## config.mk

```make
export PLATFORM = sky130hd
export DESIGN_NAME = cpu_reservation_table_top_flat
export DESIGN_NICKNAME = d
export VERILOG_FILES = /design/src/crt_pkg.sv /design/src/crt_if.sv /design/src/crt_ctrl.sv /design/src/crt_dp.sv /design/src/cpu_reservation_table_top.sv /design/src/flat_wrapper.sv
export SDC_FILE = /design/constraint.sdc
export NUM_CORES = 1
export LEC_CHECK = 0
export ABC_CLOCK_PERIOD_IN_PS = 5600
export BUFFER_PORTS_ARGS = -buffer_cell sky130_fd_sc_hd__clkbuf_2
export CORE_ASPECT_RATIO = 1.1
export CORE_MARGIN = 10
export CORE_UTILIZATION = 45
export CTS_CLUSTER_SIZE = 14
export DETAILED_ROUTE_END_ITERATION = 8
export GPL_TIMING_DRIVEN = 0
export SYNTH_ARGS = -nofsm -noshare
export SYNTH_HDL_FRONTEND = slang
export SYNTH_SLANG_ARGS = --single-unit
```

## constraint.sdc

```tcl
create_clock -name clk -period 5.6 [get_ports clk]
set_clock_uncertainty 0.05 [all_clocks]
set_input_delay 0.56 -clock clk [delete_from_list [all_inputs] [get_ports clk]]
set_output_delay 0.56 -clock clk [all_outputs]
set_load 0.01 [all_outputs]
```

## src/crt_pkg.sv

```systemverilog
// crt_pkg: shared constants, codes and types of the cpu reservation table
// no dependencies; compile first

package crt_pkg;

  localparam int CPU_SLOTS  = 8;
  localparam int SLOT_W     = $clog2(CPU_SLOTS);
  localparam int SLOT_OUT_W = 6;
  localparam int PID_W      = 17;
  localparam int PRIO_W     = 8;
  localparam int CLS_W      = 3;
  localparam int CNT_W      = 16;
  localparam int NUM_CLS    = 4;

  localparam logic [SLOT_W-1:0] FIRST_SLOT = SLOT_W'(1);
  localparam logic [SLOT_W-1:0] LAST_SLOT  = SLOT_W'(CPU_SLOTS - 1);
  localparam logic [CNT_W-1:0]  CNT_MAX    = '1;

  // need classes
  localparam logic [CLS_W-1:0] CLS_LOWPERF  = 3'd0;
  localparam logic [CLS_W-1:0] CLS_STANDARD = 3'd1;
  localparam logic [CLS_W-1:0] CLS_HIGHPERF = 3'd2;
  localparam logic [CLS_W-1:0] CLS_CRITICAL = 3'd3;

  // item modes
  localparam logic MODE_RECORD = 1'b0;
  localparam logic MODE_CLEAR  = 1'b1;

  typedef enum logic [1:0] {
    ST_IDLE,
    ST_SCAN,
    ST_COMMIT
  } crt_state_t;

  typedef struct packed {
    logic             mode;
    logic             is_idle;
    logic             has_metadata;
    logic             wants_cpu;
    logic [CLS_W-1:0] need_class;
    logic [PID_W-1:0] proc_id;
    logic [PRIO_W-1:0] priority_req;
  } crt_item_t;

  typedef struct packed {
    logic                  granted;
    logic [SLOT_OUT_W-1:0] slot_index;
    logic                  displaced;
    logic [PID_W-1:0]      displaced_pid;
    logic [CNT_W-1:0]      lowperf_count;
    logic [CNT_W-1:0]      standard_count;
    logic [CNT_W-1:0]      highperf_count;
    logic [CNT_W-1:0]      critical_count;
  } crt_result_t;

  // controller to datapath
  typedef struct packed {
    logic load;
    logic scan_step;
    logic commit;
  } crt_cmd_t;

  // datapath to controller
  typedef struct packed {
    logic needs_scan;
    logic scan_done;
    logic out_free;
  } crt_sts_t;

endpackage

```

## src/crt_if.sv

```systemverilog
// crt_in_if / crt_out_if: valid/ready channels of the cpu reservation table
// depends on crt_pkg for field widths

interface crt_in_if;
  import crt_pkg::*;

  logic              valid;
  logic              ready;
  logic              mode;
  logic              is_idle;
  logic              has_metadata;
  logic              wants_cpu;
  logic [CLS_W-1:0]  need_class;
  logic [PID_W-1:0]  proc_id;
  logic [PRIO_W-1:0] priority_req;

  modport source (
    output valid, mode, is_idle, has_metadata, wants_cpu, need_class, proc_id,
           priority_req,
    input  ready
  );

  modport sink (
    input  valid, mode, is_idle, has_metadata, wants_cpu, need_class, proc_id,
           priority_req,
    output ready
  );
endinterface

interface crt_out_if;
  import crt_pkg::*;

  logic                  valid;
  logic                  ready;
  logic                  granted;
  logic [SLOT_OUT_W-1:0] slot_index;
  logic                  displaced;
  logic [PID_W-1:0]      displaced_pid;
  logic [CNT_W-1:0]      lowperf_count;
  logic [CNT_W-1:0]      standard_count;
  logic [CNT_W-1:0]      highperf_count;
  logic [CNT_W-1:0]      critical_count;

  modport source (
    output valid, granted, slot_index, displaced, displaced_pid, lowperf_count,
           standard_count, highperf_count, critical_count,
    input  ready
  );

  modport sink (
    input  valid, granted, slot_index, displaced, displaced_pid, lowperf_count,
           standard_count, highperf_count, critical_count,
    output ready
  );
endinterface

```

## src/crt_ctrl.sv

```systemverilog
// crt_ctrl: sequencer of the reservation table (accept, slot scan, commit)
// depends on crt_pkg

module crt_ctrl (
  input  logic              clk,
  input  logic              rst_n,
  input  logic              in_valid,
  output logic              in_ready,
  input  crt_pkg::crt_sts_t sts,
  output crt_pkg::crt_cmd_t cmd
);
  import crt_pkg::*;

  crt_state_t state_r;
  crt_state_t state_nxt;

  always_ff @(posedge clk) begin
    if (!rst_n) begin
      state_r <= ST_IDLE;
    end else begin
      state_r <= state_nxt;
    end
  end

  always_comb begin
    state_nxt     = state_r;
    in_ready      = 1'b0;
    cmd           = '0;
    case (state_r)
      ST_IDLE: begin
        in_ready = 1'b1;
        if (in_valid) begin
          cmd.load  = 1'b1;
          state_nxt = ST_SCAN;
        end
      end
      ST_SCAN: begin
        if (!sts.needs_scan) begin
          state_nxt = ST_COMMIT;
        end else begin
          cmd.scan_step = 1'b1;
          if (sts.scan_done) state_nxt = ST_COMMIT;
        end
      end
      ST_COMMIT: begin
        // hold until the output register can take the result
        if (sts.out_free) begin
          cmd.commit = 1'b1;
          state_nxt  = ST_IDLE;
        end
      end
      default: begin
        state_nxt = ST_IDLE;
      end
    endcase
  end

endmodule

```

## src/crt_dp.sv

```systemverilog
// crt_dp: slot table, class counters, slot scan and output register
// depends on crt_pkg

module crt_dp (
  input  logic                 clk,
  input  logic                 rst_n,
  input  crt_pkg::crt_item_t   in_item,
  input  crt_pkg::crt_cmd_t    cmd,
  output crt_pkg::crt_sts_t    sts,
  output logic                 out_valid,
  input  logic                 out_ready,
  output crt_pkg::crt_result_t out_res
);
  import crt_pkg::*;

  crt_item_t item_r;

  logic [CPU_SLOTS-1:0] reserved_r;
  logic [PID_W-1:0]     owner_r [CPU_SLOTS];
  logic [PRIO_W-1:0]    prio_r  [CPU_SLOTS];
  logic [CNT_W-1:0]     cnt_r   [NUM_CLS];
  logic [CNT_W-1:0]     cnt_nxt [NUM_CLS];

  logic [SLOT_W-1:0] scan_idx_r;
  logic [SLOT_W-1:0] pick_r;
  logic [PRIO_W-1:0] worst_r;
  logic              found_r;

  logic              out_valid_r;
  crt_result_t       res_r;

  logic              req;
  logic              grant;
  logic              slot_free;
  logic              evict;
  logic              bump_en;

  assign req = (item_r.mode == MODE_RECORD) && !item_r.is_idle &&
               item_r.has_metadata && item_r.wants_cpu;
  assign grant     = req && (found_r || (item_r.priority_req < worst_r));
  assign evict     = grant && reserved_r[pick_r];
  assign slot_free = !reserved_r[scan_idx_r];

  assign sts.needs_scan = req;
  assign sts.scan_done  = slot_free || (scan_idx_r == LAST_SLOT);
  assign sts.out_free   = !out_valid_r || out_ready;

  // class counters after this item
  always_comb begin
    for (int k = 0; k < NUM_CLS; k++) begin
      cnt_nxt[k] = cnt_r[k];
      if (item_r.has_metadata) begin
        bump_en = (item_r.need_class == CLS_W'(k));
      end else begin
        bump_en = (CLS_W'(k) == CLS_STANDARD);
      end
      if (item_r.mode == MODE_CLEAR) begin
        cnt_nxt[k] = '0;
      end else if (!item_r.is_idle && bump_en && (cnt_r[k] != CNT_MAX)) begin
        cnt_nxt[k] = cnt_r[k] + CNT_W'(1);
      end
    end
  end

  always_ff @(posedge clk) begin
    if (cmd.load) begin
      item_r     <= in_item;
      scan_idx_r <= FIRST_SLOT;
      pick_r     <= FIRST_SLOT;
      worst_r    <= '0;
      found_r    <= 1'b0;
    end else if (cmd.scan_step) begin
      scan_idx_r <= scan_idx_r + SLOT_W'(1);
      if (slot_free) begin
        pick_r  <= scan_idx_r;
        found_r <= 1'b1;
      end else if ((scan_idx_r == FIRST_SLOT) || (prio_r[scan_idx_r] > worst_r)) begin
        pick_r  <= scan_idx_r;
        worst_r <= prio_r[scan_idx_r];
      end
    end
  end

  // slot payload, only read where the reserved flag is set
  always_ff @(posedge clk) begin
    if (cmd.commit && grant) begin
      owner_r[pick_r] <= item_r.proc_id;
      prio_r[pick_r]  <= item_r.priority_req;
    end
  end

  always_ff @(posedge clk) begin
    if (!rst_n) begin
      reserved_r <= '0;
      for (int k = 0; k < NUM_CLS; k++) cnt_r[k] <= '0;
    end else if (cmd.commit) begin
      if (item_r.mode == MODE_CLEAR) begin
        reserved_r <= '0;
      end else if (grant) begin
        reserved_r[pick_r] <= 1'b1;
      end
      for (int k = 0; k < NUM_CLS; k++) cnt_r[k] <= cnt_nxt[k];
    end
  end

  always_ff @(posedge clk) begin
    if (!rst_n) begin
      out_valid_r <= 1'b0;
    end else if (cmd.commit) begin
      out_valid_r <= 1'b1;
    end else if (out_ready) begin
      out_valid_r <= 1'b0;
    end
  end

  always_ff @(posedge clk) begin
    if (cmd.commit) begin
      res_r.granted        <= grant;
      res_r.slot_index     <= grant ? SLOT_OUT_W'(pick_r) : '0;
      res_r.displaced      <= evict;
      res_r.displaced_pid  <= evict ? owner_r[pick_r] : '0;
      res_r.lowperf_count  <= cnt_nxt[CLS_LOWPERF[1:0]];
      res_r.standard_count <= cnt_nxt[CLS_STANDARD[1:0]];
      res_r.highperf_count <= cnt_nxt[CLS_HIGHPERF[1:0]];
      res_r.critical_count <= cnt_nxt[CLS_CRITICAL[1:0]];
    end
  end

  assign out_valid = out_valid_r;
  assign out_res   = res_r;

endmodule

```

## src/cpu_reservation_table_top.sv

```systemverilog
// cpu_reservation_table_top: cpu slot reservation table with class counters
// depends on crt_pkg, crt_if, crt_ctrl and crt_dp
//
//   channel  dir  handshake             payload
//   in_ch    in   in_ch.valid/ready     mode, is_idle, has_metadata, wants_cpu,
//                                       need_class, proc_id, priority_req
//   out_ch   out  out_ch.valid/ready    granted, slot_index, displaced,
//                                       displaced_pid, four class counts
//
// one transaction at a time: accept, scan, commit. a clear, idle, plain or
// non-requesting record skips the scan; a slot request examines slots 1 to
// CPU_SLOTS-1 with the one-slot-a-cycle compare and stops at the first free slot.
// reset releases every slot at once through the reserved flags; no sweep.
// the result sits in an output register, so a stalled out_ch only holds the
// commit of the following transaction, not its acceptance and scan.

module cpu_reservation_table_top (
  input  logic clk,
  input  logic rst_n,
  crt_in_if.sink    in_ch,
  crt_out_if.source out_ch
);
  import crt_pkg::*;

  crt_cmd_t    cmd;
  crt_sts_t    sts;
  crt_item_t   item;
  crt_result_t res;
  logic        in_ready;
  logic        out_valid;

  assign item.mode         = in_ch.mode;
  assign item.is_idle      = in_ch.is_idle;
  assign item.has_metadata = in_ch.has_metadata;
  assign item.wants_cpu    = in_ch.wants_cpu;
  assign item.need_class   = in_ch.need_class;
  assign item.proc_id      = in_ch.proc_id;
  assign item.priority_req = in_ch.priority_req;

  crt_ctrl u_ctrl (
    .clk      (clk),
    .rst_n    (rst_n),
    .in_valid (in_ch.valid),
    .in_ready (in_ready),
    .sts      (sts),
    .cmd      (cmd)
  );

  crt_dp u_dp (
    .clk       (clk),
    .rst_n     (rst_n),
    .in_item   (item),
    .cmd       (cmd),
    .sts       (sts),
    .out_valid (out_valid),
    .out_ready (out_ch.ready),
    .out_res   (res)
  );

  assign in_ch.ready           = in_ready;
  assign out_ch.valid          = out_valid;
  assign out_ch.granted        = res.granted;
  assign out_ch.slot_index     = res.slot_index;
  assign out_ch.displaced      = res.displaced;
  assign out_ch.displaced_pid  = res.displaced_pid;
  assign out_ch.lowperf_count  = res.lowperf_count;
  assign out_ch.standard_count = res.standard_count;
  assign out_ch.highperf_count = res.highperf_count;
  assign out_ch.critical_count = res.critical_count;

endmodule

```

## src/flat_wrapper.sv

```systemverilog
// flat-port wrapper written by rule: the top's interface ports become plain ports
module cpu_reservation_table_top_flat import crt_pkg::*;
  (clk, rst_n, in_ch_valid, in_ch_mode, in_ch_is_idle, in_ch_has_metadata, in_ch_wants_cpu, in_ch_need_class, in_ch_proc_id, in_ch_priority_req, in_ch_ready, out_ch_valid, out_ch_granted, out_ch_slot_index, out_ch_displaced, out_ch_displaced_pid, out_ch_lowperf_count, out_ch_standard_count, out_ch_highperf_count, out_ch_critical_count, out_ch_ready);
  crt_in_if in_ch_i ();
  crt_out_if out_ch_i ();
  input  logic clk;
  input  logic rst_n;
  input wire logic [$bits(in_ch_i.valid)-1:0] in_ch_valid;
  input wire logic [$bits(in_ch_i.mode)-1:0] in_ch_mode;
  input wire logic [$bits(in_ch_i.is_idle)-1:0] in_ch_is_idle;
  input wire logic [$bits(in_ch_i.has_metadata)-1:0] in_ch_has_metadata;
  input wire logic [$bits(in_ch_i.wants_cpu)-1:0] in_ch_wants_cpu;
  input wire logic [$bits(in_ch_i.need_class)-1:0] in_ch_need_class;
  input wire logic [$bits(in_ch_i.proc_id)-1:0] in_ch_proc_id;
  input wire logic [$bits(in_ch_i.priority_req)-1:0] in_ch_priority_req;
  output wire logic [$bits(in_ch_i.ready)-1:0] in_ch_ready;
  output wire logic [$bits(out_ch_i.valid)-1:0] out_ch_valid;
  output wire logic [$bits(out_ch_i.granted)-1:0] out_ch_granted;
  output wire logic [$bits(out_ch_i.slot_index)-1:0] out_ch_slot_index;
  output wire logic [$bits(out_ch_i.displaced)-1:0] out_ch_displaced;
  output wire logic [$bits(out_ch_i.displaced_pid)-1:0] out_ch_displaced_pid;
  output wire logic [$bits(out_ch_i.lowperf_count)-1:0] out_ch_lowperf_count;
  output wire logic [$bits(out_ch_i.standard_count)-1:0] out_ch_standard_count;
  output wire logic [$bits(out_ch_i.highperf_count)-1:0] out_ch_highperf_count;
  output wire logic [$bits(out_ch_i.critical_count)-1:0] out_ch_critical_count;
  input wire logic [$bits(out_ch_i.ready)-1:0] out_ch_ready;
  assign in_ch_i.valid = in_ch_valid;
  assign in_ch_i.mode = in_ch_mode;
  assign in_ch_i.is_idle = in_ch_is_idle;
  assign in_ch_i.has_metadata = in_ch_has_metadata;
  assign in_ch_i.wants_cpu = in_ch_wants_cpu;
  assign in_ch_i.need_class = in_ch_need_class;
  assign in_ch_i.proc_id = in_ch_proc_id;
  assign in_ch_i.priority_req = in_ch_priority_req;
  assign in_ch_ready = in_ch_i.ready;
  assign out_ch_valid = out_ch_i.valid;
  assign out_ch_granted = out_ch_i.granted;
  assign out_ch_slot_index = out_ch_i.slot_index;
  assign out_ch_displaced = out_ch_i.displaced;
  assign out_ch_displaced_pid = out_ch_i.displaced_pid;
  assign out_ch_lowperf_count = out_ch_i.lowperf_count;
  assign out_ch_standard_count = out_ch_i.standard_count;
  assign out_ch_highperf_count = out_ch_i.highperf_count;
  assign out_ch_critical_count = out_ch_i.critical_count;
  assign out_ch_i.ready = out_ch_ready;
  cpu_reservation_table_top u_core (.clk(clk), .rst_n(rst_n), .in_ch(in_ch_i), .out_ch(out_ch_i));
endmodule
```

==> reports/qor.txt, run 1 <==
status: finished clean
Total Routing Usage GR: 0.163
pre-CTS setup slack: 2.10 ns
TritonRoute pass-1 iters: 5
EDFF count, synth: 382
simple-gate share of the synthesized area: 0.111
Worst EP required: 5.98 ns
Routed WL per cell: 20.4 microns
fin crit share: 0.615
Num CTS Buffers: 43
Post-CTS Resized: 0
post-layout net count: 1356
ANT cells: 0
latest clock arrival within the worst-skew pair: 0.55 ns
Max-Cap Viols: 0
top-area cell type share of the netlist area: 0.678
first-pass GRT wire length: 58200 microns
Post-Syn Area per Cell: 15.2 sq um
vias in the first global route: 10244
count of final setup violators: 0
crit start category: flip-flop
CTS tree: done
total gr overflow: 0
largest net degree at the start of global routing: 95
placer's final routability congestion estimate: 0.839
Yosys cell types: 75
post-synthesis mux area share: 0.0673
post-CTS setup buffer count: 0
slew at the pin closest to its max-slew limit: 0.896 ns
CP Class: flip-flop to flip-flop
Core Area: 37100 sq um
Site Rows: 74
P_leak: 6.74 nW
Period minus WS final: 3.44 ns
peak supply drop: 0.000204 V
Post-Synth XOR/XNOR Area: 0.0295
dominant cell type by area after synthesis: edfxtp_1
Worst Hold Class: input pin to flip-flop
design area: 19600 sq um
Die Wd: 205 microns
Post-Syn Instances: 1115
largest family of logic cells by synthesized area: simple AND/OR/NAND/NOR gates
Power Density: 331 nW/um^2
Hold Fails Final Rpt: 0
dpl cell area: 18300 sq um
Fmax: 290 MHz
Crit path arrival time: 3.82 ns
Max Transition Viols Final: 0
Inst Count DP: 1747
I/O pins: 127
synthesized flop and latch total: 411
Multi-input gate area: 4600 sq um
I/O Buffers: 123
CTS root buf: clkbuf_16
effective utilization at floorplan: 0.456
die footprint: 45800 sq um
hold_buf cts: 0
initial antenna violation count: 0
Final Util: 0.529
crit path max fanout: 10
setup ws final: 2.16 ns
via count: 9758
Antenna Nets Post-Route: 0
Synth async-reset ratio: 0
Post-Synth Adder-Cell Area: 0.0163
Filler cells: 3095
CTS HTree Levels: 2
CTS Buffer Depth: 3
Residual DRC: 0
Iter 0 DRT Violations: 737
unrepaired setup endpoints after global routing: false
Total Wirelength: 37300 microns
Area contributors post-synth: edfxtp_1 (68%), nor2_1 (4.1%), mux4_2 (3.9%)
DPL Wire Length: 24600 microns
relative slew slack: 0.403
share of cells above drive strength 1: 0.227
Die Ht: 223 microns
routed vias/inst: 5.34
crit path capture type: flip-flop
final non-filler cell total: 1827
Ys Warns: 0
Cell Area, Synth: 16900 sq um
area delta synth->final: 16.1%
sequential cell area: 12100 sq um
Clock Sinks: 411
Seq/Total Area, Yosys: 0.712
Clock transition at path regs: 0.06 ns
most common flop cell mapped by yosys: edfxtp_1
post-synthesis compound-gate area fraction: 0.0455
[synth_stat cells, drive strengths merged, types with 8 or more instances]
master  instances
mux2           16
nand2b         10
a22oi          11
and3           24
nor3           10
mux2i          24
a21oi          30
inv            15
o21ai          13
xnor2          24
clkbuf         18
xor2           33
nor4            8
mux4           31
dfxtp          29
nand3          30
nor2b          13
buf            31
ha             22
nand4          23
nor2          183
nand2          48
edfxtp        382
[layout by cell type (no fill, tap or decap), drive strengths merged, types with 4 or more instances in the layout]
| cell type | count |
|---|---|
| xnor2 | 24 |
| and4 | 6 |
| a311oi | 4 |
| a211oi | 6 |
| dfxtp | 29 |
| a22oi | 11 |
| nand4 | 23 |
| and3 | 24 |
| o21ai | 13 |
| edfxtp | 382 |
| nand2 | 48 |
| nor3b | 5 |
| nor4 | 8 |
| clkinv | 23 |
| and2 | 4 |
| buf | 44 |
| mux2 | 16 |
| a221oi | 6 |
| nand3 | 30 |
| mux4 | 31 |
| nor2 | 183 |
| xor2 | 33 |
| a31oi | 7 |
| a21oi | 30 |
| a32o | 5 |
| ha | 22 |
| a22o | 4 |
| nand2b | 10 |
| mux2i | 24 |
| nand3b | 4 |
| clkbuf | 195 |
| nor2b | 13 |
| nor3 | 10 |
| inv | 16 |
[sequential cells by signal (all words and copies together), names as in the netlist, named ones only]
name                    count
u_core.u_dp.item_r         32
u_core.u_dp.found_r         1
u_core.u_dp.owner_r       136
u_core.u_dp.out_valid       1
u_core.u_dp.reserved_r      8
u_core.u_dp.out_res        86
u_core.u_dp.worst_r         8
u_core.u_dp.pick_r          3
u_core.u_dp.prio_r         64
u_core.u_dp.scan_idx_r      3
u_core.u_ctrl.state_r       2
u_core.u_dp.cnt_r          64
[per-layer routing]
metal,wire length (microns),vias up,track usage,share of wire
met3,2260,60,0.0301,0.060
met2,18100,303,0.274,0.49
met1,16200,4800,0.212,0.43
met5,0,-,0,0
met4,722,0,0.0415,0.019
li1,-,4595,-,-
[worst max-delay path: stages (launching register included)]
cell      delay (ns)
dfxtp_1         0.30
clkbuf_2        0.21
buf_1           0.59
mux4_2          0.41
mux2_2          0.30
ha_1            0.31
a211o_1         0.13
o211ai_1        0.10
a31oi_1         0.31
nand3_2         0.23
buf_4           0.23
nand3_1         0.07
o21ai_0         0.08
[layout make-up]
class / count / share of cell area
Buffer: 49 / 0.0126
Clock buffer: 54 / 0.0574
Clock inverter: 26 / 0.0110
Inverter: 17 / 0.00357
Multi-Input combinational cell: 640 / 0.234
Sequential cell: 411 / 0.613
Tap cell: 494 / 0.0315
Timing Repair Buffer: 136 / 0.0365
[path summary, 6_finish.rpt]
check	start	end	slack (ns)	cells after the start
worst max-delay path	flip-flop	u_core.u_dp.worst_r[0]	2.16	12
worst min-delay path	in_ch_proc_id[9]	u_core.u_dp.item_r[17]	0.13	1
worst max register to register	flip-flop	u_core.u_dp.worst_r[0]	2.16	12
worst min register to register	u_core.u_dp.worst_r[7]	u_core.u_dp.worst_r[7]	0.42	2
[power by group]
part / internal (mW) / switching, mW / total, mW
clock: 1.53 / 1.17 / 2.70
combinational: 0.0927 / 0.175 / 0.267
sequential: 3.46 / 0.0766 / 3.54
total: 5.08 / 1.42 / 6.50
[kinds of logic (layout without fill, tap and decap cells)]
group / Yosys count / after routing
AO/OA/AOI/OAI: 107 / 107
XOR/XNOR: 57 / 57
adder cells (fa/ha/maj): 22 / 22
buffers and inverters: 66 / 282
flip-flops: 411 / 411
multiplexers: 71 / 71
other: 1 / 3
AND/OR/NAND/NOR: 380 / 380
[through the flow]
step                      TNS (ns)  power, mW  hold slack, ns
after floorplan                  0       3.75           0.378
after global placement     -210.64       3.87           0.404
after detailed placement         0       3.87           0.412
after CTS                        0       6.56           0.109
after global routing             0       6.74           0.113
final                            0       6.50           0.130
(Power assumes the default switching activity.)
==> run 2, diff against run 1 <==
- ABC_CLOCK_PERIOD_IN_PS: 5600 -> 2800
- clock period: 5.6 -> 2.8 ns (I/O delays scaled with it)
==> run 2 against run 1 <==
The flow now finishes with violations (setup timing). Power grew 100%. Clock power rose by 110%. Count of clock-buffer cells in the layout is 2 higher. Non-clock buffer count increased by 41. First-iteration DRC count is 23% lower. Critical endpoint is now u_core.u_dp.pick_r[2]. Largest power group unchanged.
==> reports/qor.txt, run 2 (same netlist as run 1, synthesis figures left out) <==
Power Density: 650 nW/um^2 (+97%)
r2r setup slk: -0.05 ns (-2.21 ns)
CTS HTree Levels: 2 (unchanged)
Period minus WS final: 2.85 ns (-0.590 ns)
Worst EP required: 3.15 ns (-2.83 ns)
Final Util: 0.551 (+0.0221)
fin crit share: 1.02 (+0.404)
TritonRoute pass-1 iters: 5 (unchanged)
sequential cell area: 12100 sq um (about the same)
Routed WL per cell: 21.3 microns (+4.4%)
initial antenna violation count: 1 (+1)
count of final setup violators: 5 (+5)
Core Area: 37100 sq um (unchanged)
largest net degree at the start of global routing: 65 (-32%)
Num CTS Buffers: 42 (-2.3%)
status: complete, but fails checks
dpl cell area: 18400 sq um (+0.42%)
Antenna Nets Post-Route: 0 (unchanged)
Crit path arrival time: 3.21 ns (-0.61 ns)
Reg2Reg Depth: 10 (-2)
latest clock arrival within the worst-skew pair: 0.55 ns (about the same)
CTS Buffer Depth: 3 (unchanged)
Max-Cap Viols: 0 (unchanged)
Total Routing Usage GR: 0.174 (+0.0113)
Total Wirelength: 39900 microns (+7.0%)
via count: 10069 (+3.2%)
Hold Path Stages: 2 (+1)
crit path capture type: flip-flop
Iter 0 DRT Violations: 567 (-23%)
area delta synth->final: 20.9%
Site Rows: 74 (unchanged)
worst flop-to-flop path endpoint: u_core.u_dp.pick_r[2]
Multi-input gate area: 4830 sq um (+5.0%)
critical hold path startpoint: rst_n
Worst Hold Path EP: u_core.u_ctrl.state_r[0]
design area: 20500 sq um (+4.2%)
crit path max fanout: 8 (-2)
I/O Buffers: 123 (unchanged)
Die Ht: 223 microns (unchanged)
CTS root buf: clkbuf_16
Filler cells: 3027 (-2.2%)
peak supply drop: 0.000648 V (+220%)
Inst Count DP: 1741 (-0.34%)
max FFs per register: 136 (unchanged)
pre-CTS setup slack: -0.678 ns (-2.77 ns)
Reg with most FFs: u_core.u_dp.owner_r
vias in the first global route: 10348 (+1.0%)
effective utilization at floorplan: 0.456 (unchanged)
commonest non-fill, non-tap cell in the layout: edfxtp_1
setup ws final: -0.0543 ns (-2.21 ns)
CTS tree: done
post-layout net count: 1403 (+3.5%)
share of cells above drive strength 1: 0.246 (+0.0187)
relative slew slack: 0.414 (+0.0112)
Residual DRC: 0 (unchanged)
Clock transition at path regs: 0.06 ns (about the same)
placer's final routability congestion estimate: 0.814 (-3.0%)
most frequent cells in the layout: edfxtp_1 (382), nor2_1 (183), clkbuf_2 (123)
P_leak: 7.06 nW (+4.7%)
Hold Fails Final Rpt: 0 (unchanged)
Worst Hold Class: input pin to flip-flop
Max Transition Viols Final: 0 (unchanged)
Fmax: 350 MHz (+21%)
total gr overflow: 0 (unchanged)
failing checks: setup timing
slew at the pin closest to its max-slew limit: 0.879 ns (-0.0167 ns)
unrepaired setup endpoints after global routing: true
final non-filler cell total: 1873 (+2.5%)
crit start category: flip-flop
Die Wd: 205 microns (unchanged)
routed vias/inst: 5.38 (+0.65%)
first-pass GRT wire length: 61200 microns (+5.1%)
DPL Wire Length: 24700 microns (+0.62%)
die footprint: 45800 sq um (unchanged)
Clock Sinks: 411 (unchanged)
I/O pins: 127 (unchanged)
CP Class: flip-flop to flip-flop
==> run 2: cell types whose count changed in the layout (fill, tap and decap cells not counted), moves of 5 or more <==
cell           previous run  this run
and3_2                    5         0
buf_8                     0         8
dlygate4sd3_1             0        32
o21ai_0                  12         7
clkinv_2                 12         5
o21ai_1                   0         5
nand3_1                  28        23
and3_4                    0        11
==> run 2: metrics by stage <==
step	power, mW	hold WS (ns)	setup TNS (ns)
after floorplan	7.50	0.329	-3.21
after global placement	7.75	0.404	-283.86
after detailed placement	7.76	0.409	-133.73
after CTS	13.4	0.00603	-0.631
after global routing	13.7	0.0292	-1.55
final	13.3	0.0266	-0.254
==> run 2: critical path, stage by stage (launching register included) <==
cell	delay [ns]
dfxtp_4	0.38
buf_12	0.14
mux4_2	0.50
mux2_4	0.29
ha_2	0.33
nand4_1	0.16
nor4_2	0.29
a31oi_2	0.10
a21oi_2	0.26
nand3b_1	0.14
a21oi_1	0.06
==> run 2: worst max-delay path by stage <==
| stage | startpoint | end | slack [ns] |
|---|---|---|---|
| after global routing | flip-flop | u_core.u_dp.pick_r[1] | -0.19 |
| final | flip-flop | u_core.u_dp.pick_r[2] | -0.05 |
| after floorplan | u_core.u_dp.item_r[5] | u_core.u_dp.owner_r[2][0] | -0.04 |
| after CTS | flip-flop | u_core.u_dp.pick_r[2] | -0.11 |
| after global placement | u_core.u_dp.item_r[1] | u_core.u_dp.prio_r[6][4] | -1.37 |
| after detailed placement | u_core.u_dp.item_r[1] | u_core.u_dp.prio_r[7][5] | -0.68 |
==> run 2: what timing repair did <==
item / in CTS / in global routing
gates cloned: 7 / 1
endpoints found under the setup margin: 277 / 161
hold endpoints to repair: 32 / 0
setup buffers: 12 / 5
pin swaps: 14 / 7
hold buffers: 32 / 0
gates resized for setup: 39 / 11
==> run 2: cell type report <==
type / count / share of cell area
Timing Repair Buffer: 180 / 0.0600
Antenna cell: 1 / 0.000122
Timing Repair inverter: 2 / 0.000856
Buffer: 46 / 0.0128
Multi-Input combinational cell: 645 / 0.236
Sequential cell: 411 / 0.589
Inverter: 17 / 0.00379
Clock buffer: 56 / 0.0549
Clock inverter: 21 / 0.0122
Tap cell: 494 / 0.0302
==> run 2: per-layer routing <==
metal  share of wire  track usage  vias to the layer above
li1                -            -                     4709
met1            0.42        0.220                     5015
met2            0.50        0.293                      275
met3           0.054       0.0309                       70
met4           0.032       0.0617                        0
met5               0            0                        -
==> run 2: power breakdown <==
group          total (mW)  switching [mW]  internal (mW)  leakage [nW]
sequential           7.07           0.151           6.92          3.80
clock                5.63            2.33           3.30         0.662
combinational       0.618           0.386          0.233          2.60
==> run 3, diff against run 2 <==
- SETUP_SLACK_MARGIN: not set -> 0.1
==> run 3 against run 2 <==
Critical endpoint unchanged. Sequential share of layout area down 0.31 points. Highest routed layer unchanged. Worst setup slack worse by 0.044 ns. The flow still finishes with violations (setup timing). Cell count up 0.69%.
==> reports/qor.txt, run 3 (same netlist as run 1, synthesis figures left out) <==
status: complete, but fails checks
failing checks: setup timing
largest net degree at the start of global routing: 65 (unchanged)
CP Class: flip-flop to flip-flop
placer's final routability congestion estimate: 0.842 (+3.4%)
Period minus WS final: 2.90 ns (+0.0442 ns)
I/O Buffers: 123 (unchanged)
worst flop-to-flop path endpoint: u_core.u_dp.pick_r[2]
ANT cells: 0 (-1)
Hold Fails Final Rpt: 0 (unchanged)
CTS tree: done
Critical Path Slowest Stage Cell: mux4_2
I/O pins: 127 (unchanged)
area delta synth->final: 21.6%
Clock Sinks: 411 (unchanged)
Site Rows: 74 (unchanged)
effective utilization at floorplan: 0.456 (unchanged)
Die Ht: 223 microns (unchanged)
crit path max fanout: 6 (-2)
max FFs per register: 136 (unchanged)
setup ws final: -0.0986 ns (-0.0442 ns)
Inst Count DP: 1740 (-0.057%)
Routed WL per cell: 21.2 microns (-0.77%)
crit-path max cell delay: 0.50 ns (about the same)
via count: 10273 (+2.0%)
commonest non-fill, non-tap cell in the layout: edfxtp_1
total power: 13.1 mW (-1.8%)
Die Wd: 205 microns (unchanged)
setup_tns: -0.772 ns (-0.519 ns)
crit path capture: u_core.u_dp.pick_r[2]
r2r setup slk: -0.1 ns (-0.04 ns)
crit start category: flip-flop
Clock transition at path regs: 0.06 ns (about the same)
Total Routing Usage GR: 0.172 (-0.00242)
relative slew slack: 0.308 (-0.105)
routed vias/inst: 5.45 (+1.3%)
Iter 0 DRT Violations: 767 (+35%)
share of cells above drive strength 1: 0.259 (+0.0126)
dpl cell area: 18400 sq um (about the same)
CTS HTree Levels: 2 (unchanged)
post-layout net count: 1419 (+1.1%)
CTS Buffer Depth: 3 (unchanged)
Max-Cap Viols: 0 (unchanged)
Worst EP required: 3.20 ns (+0.05 ns)
unrepaired setup endpoints after global routing: true
slew at the pin closest to its max-slew limit: 1.04 ns (+0.156 ns)
Max Transition Viols Final: 0 (unchanged)
CTS root buf: clkbuf_16
Fmax: 345 MHz (-1.5%)
final non-filler cell total: 1886 (+0.69%)
Residual DRC: 0 (unchanged)
crit path capture type: flip-flop
latest clock arrival within the worst-skew pair: 0.57 ns (+0.02 ns)
Reg with most FFs: u_core.u_dp.owner_r
Core Area: 37100 sq um (unchanged)
Hold Path Stages: 3 (+1)
CP Cell Sequence: buf_12 > buf_12 > mux4_2 > mux2_4 > ha_4 > a211o_1 > o211ai_1 > o2111ai_2 > a21oi_2 > o21ai_1 > a21oi_1
first-pass GRT wire length: 60900 microns (-0.52%)
cell mode on critical path: buf_12
P_leak: 7.15 nW (+1.3%)
Filler cells: 2971 (-1.9%)
fin crit share: 1.04 (+0.0158)
Antenna Nets Post-Route: 0 (unchanged)
TritonRoute pass-1 iters: 5 (unchanged)
vias in the first global route: 10487 (+1.3%)
most frequent cells in the layout: edfxtp_1 (382), nor2_1 (183), clkbuf_2 (125)
pre-CTS setup slack: -0.747 ns (-0.0689 ns)
Crit path arrival time: 3.30 ns (+0.09 ns)
Total Wirelength: 39900 microns (about the same)
design area: 20600 sq um (+0.51%)
peak supply drop: 0.000475 V (-27%)
DPL Wire Length: 24500 microns (-0.92%)
Reg2Reg Depth: 11 (+1)
die footprint: 45800 sq um (unchanged)
Worst Hold Class: input pin to flip-flop
total gr overflow: 0 (unchanged)
Num CTS Buffers: 43 (+2.4%)
initial antenna violation count: 0 (-1)
Power Density: 636 nW/um^2 (-2.3%)
count of final setup violators: 11 (+6)
==> run 3: cell count changes in the layout (fill, tap and decap cells not counted), sizes merged <==
cell / previous run / this run
bufinv: 5 / 2
and3: 29 / 34
bufbuf: 0 / 1
diode: 1 / 0
clkinv: 15 / 22
buf: 55 / 60
clkbuf: 195 / 191
dlygate4sd3: 32 / 33
inv: 18 / 17
clkinvlp: 2 / 5
==> run 3: area by class of cell <==
cell class	count	area, sq um	share of cell area
well taps	494	618	0.0300
flip-flops and latches	411	12100	0.586
multi-input cells	650	4890	0.238
clock inverters	28	228	0.0111
repair inverters	1	8.76	0.000426
inverters	17	81.3	0.00395
plain buffers	49	307	0.0149
repair buffers	188	1290	0.0625
clock buffers	48	1090	0.0532
==> run 3: critical path: cells and delay by family, from the launching register on <==
family          cells  cell delay [ns]
flops               1             0.34
mux                 2             0.81
fa+ha+maj           1             0.22
buf+inv             2             0.24
compound gates      6             1.14
==> run 3: repair_timing <==
item	CTS	global route
gates cloned	10	2
gates resized for setup	33	12
endpoints found under the setup margin	298	187
buffers inserted	22	3
hold buffers	33	0
hold endpoints to repair	33	0
pin swaps	13	4
==> run 3: power breakdown <==
group | leakage (nW) | internal, mW | total (mW) | switching [mW]
clock | 0.645 | 3.03 | 5.38 | 2.35
sequential | 3.80 | 6.92 | 7.07 | 0.149
combinational | 2.71 | 0.242 | 0.633 | 0.391
total | 7.15 | 10.2 | 13.1 | 2.89
==> run 3: stage by stage <==
stage           util  hold WS [ns]
2_1_floorplan      -         0.329
3_3_place_gp   0.493         0.405
3_5_place_dp   0.495         0.409
4_1_cts        0.552        0.0398
5_1_grt        0.554         0.130
6_report       0.554         0.105
==> run 3: worst min-delay path by stage <==
stage,to,start
after floorplan,u_core.u_dp.item_r[0],in_ch_priority_req[0]
after global placement,u_core.u_dp.worst_r[1],u_core.u_dp.worst_r[1]
after detailed placement,u_core.u_dp.item_r[15],in_ch_proc_id[7]
after CTS,u_core.u_dp.out_valid,out_ch_ready
after global routing,u_core.u_dp.out_valid,out_ch_ready
final,u_core.u_dp.out_valid,out_ch_ready
==> run 3: routing by layer <==
layer,global-route usage,part of all wire,vias up
met5,0,0,-
met4,0.0427,0.017,0
met3,0.0339,0.062,54
met2,0.293,0.50,322
met1,0.219,0.42,5141
li1,-,-,4756
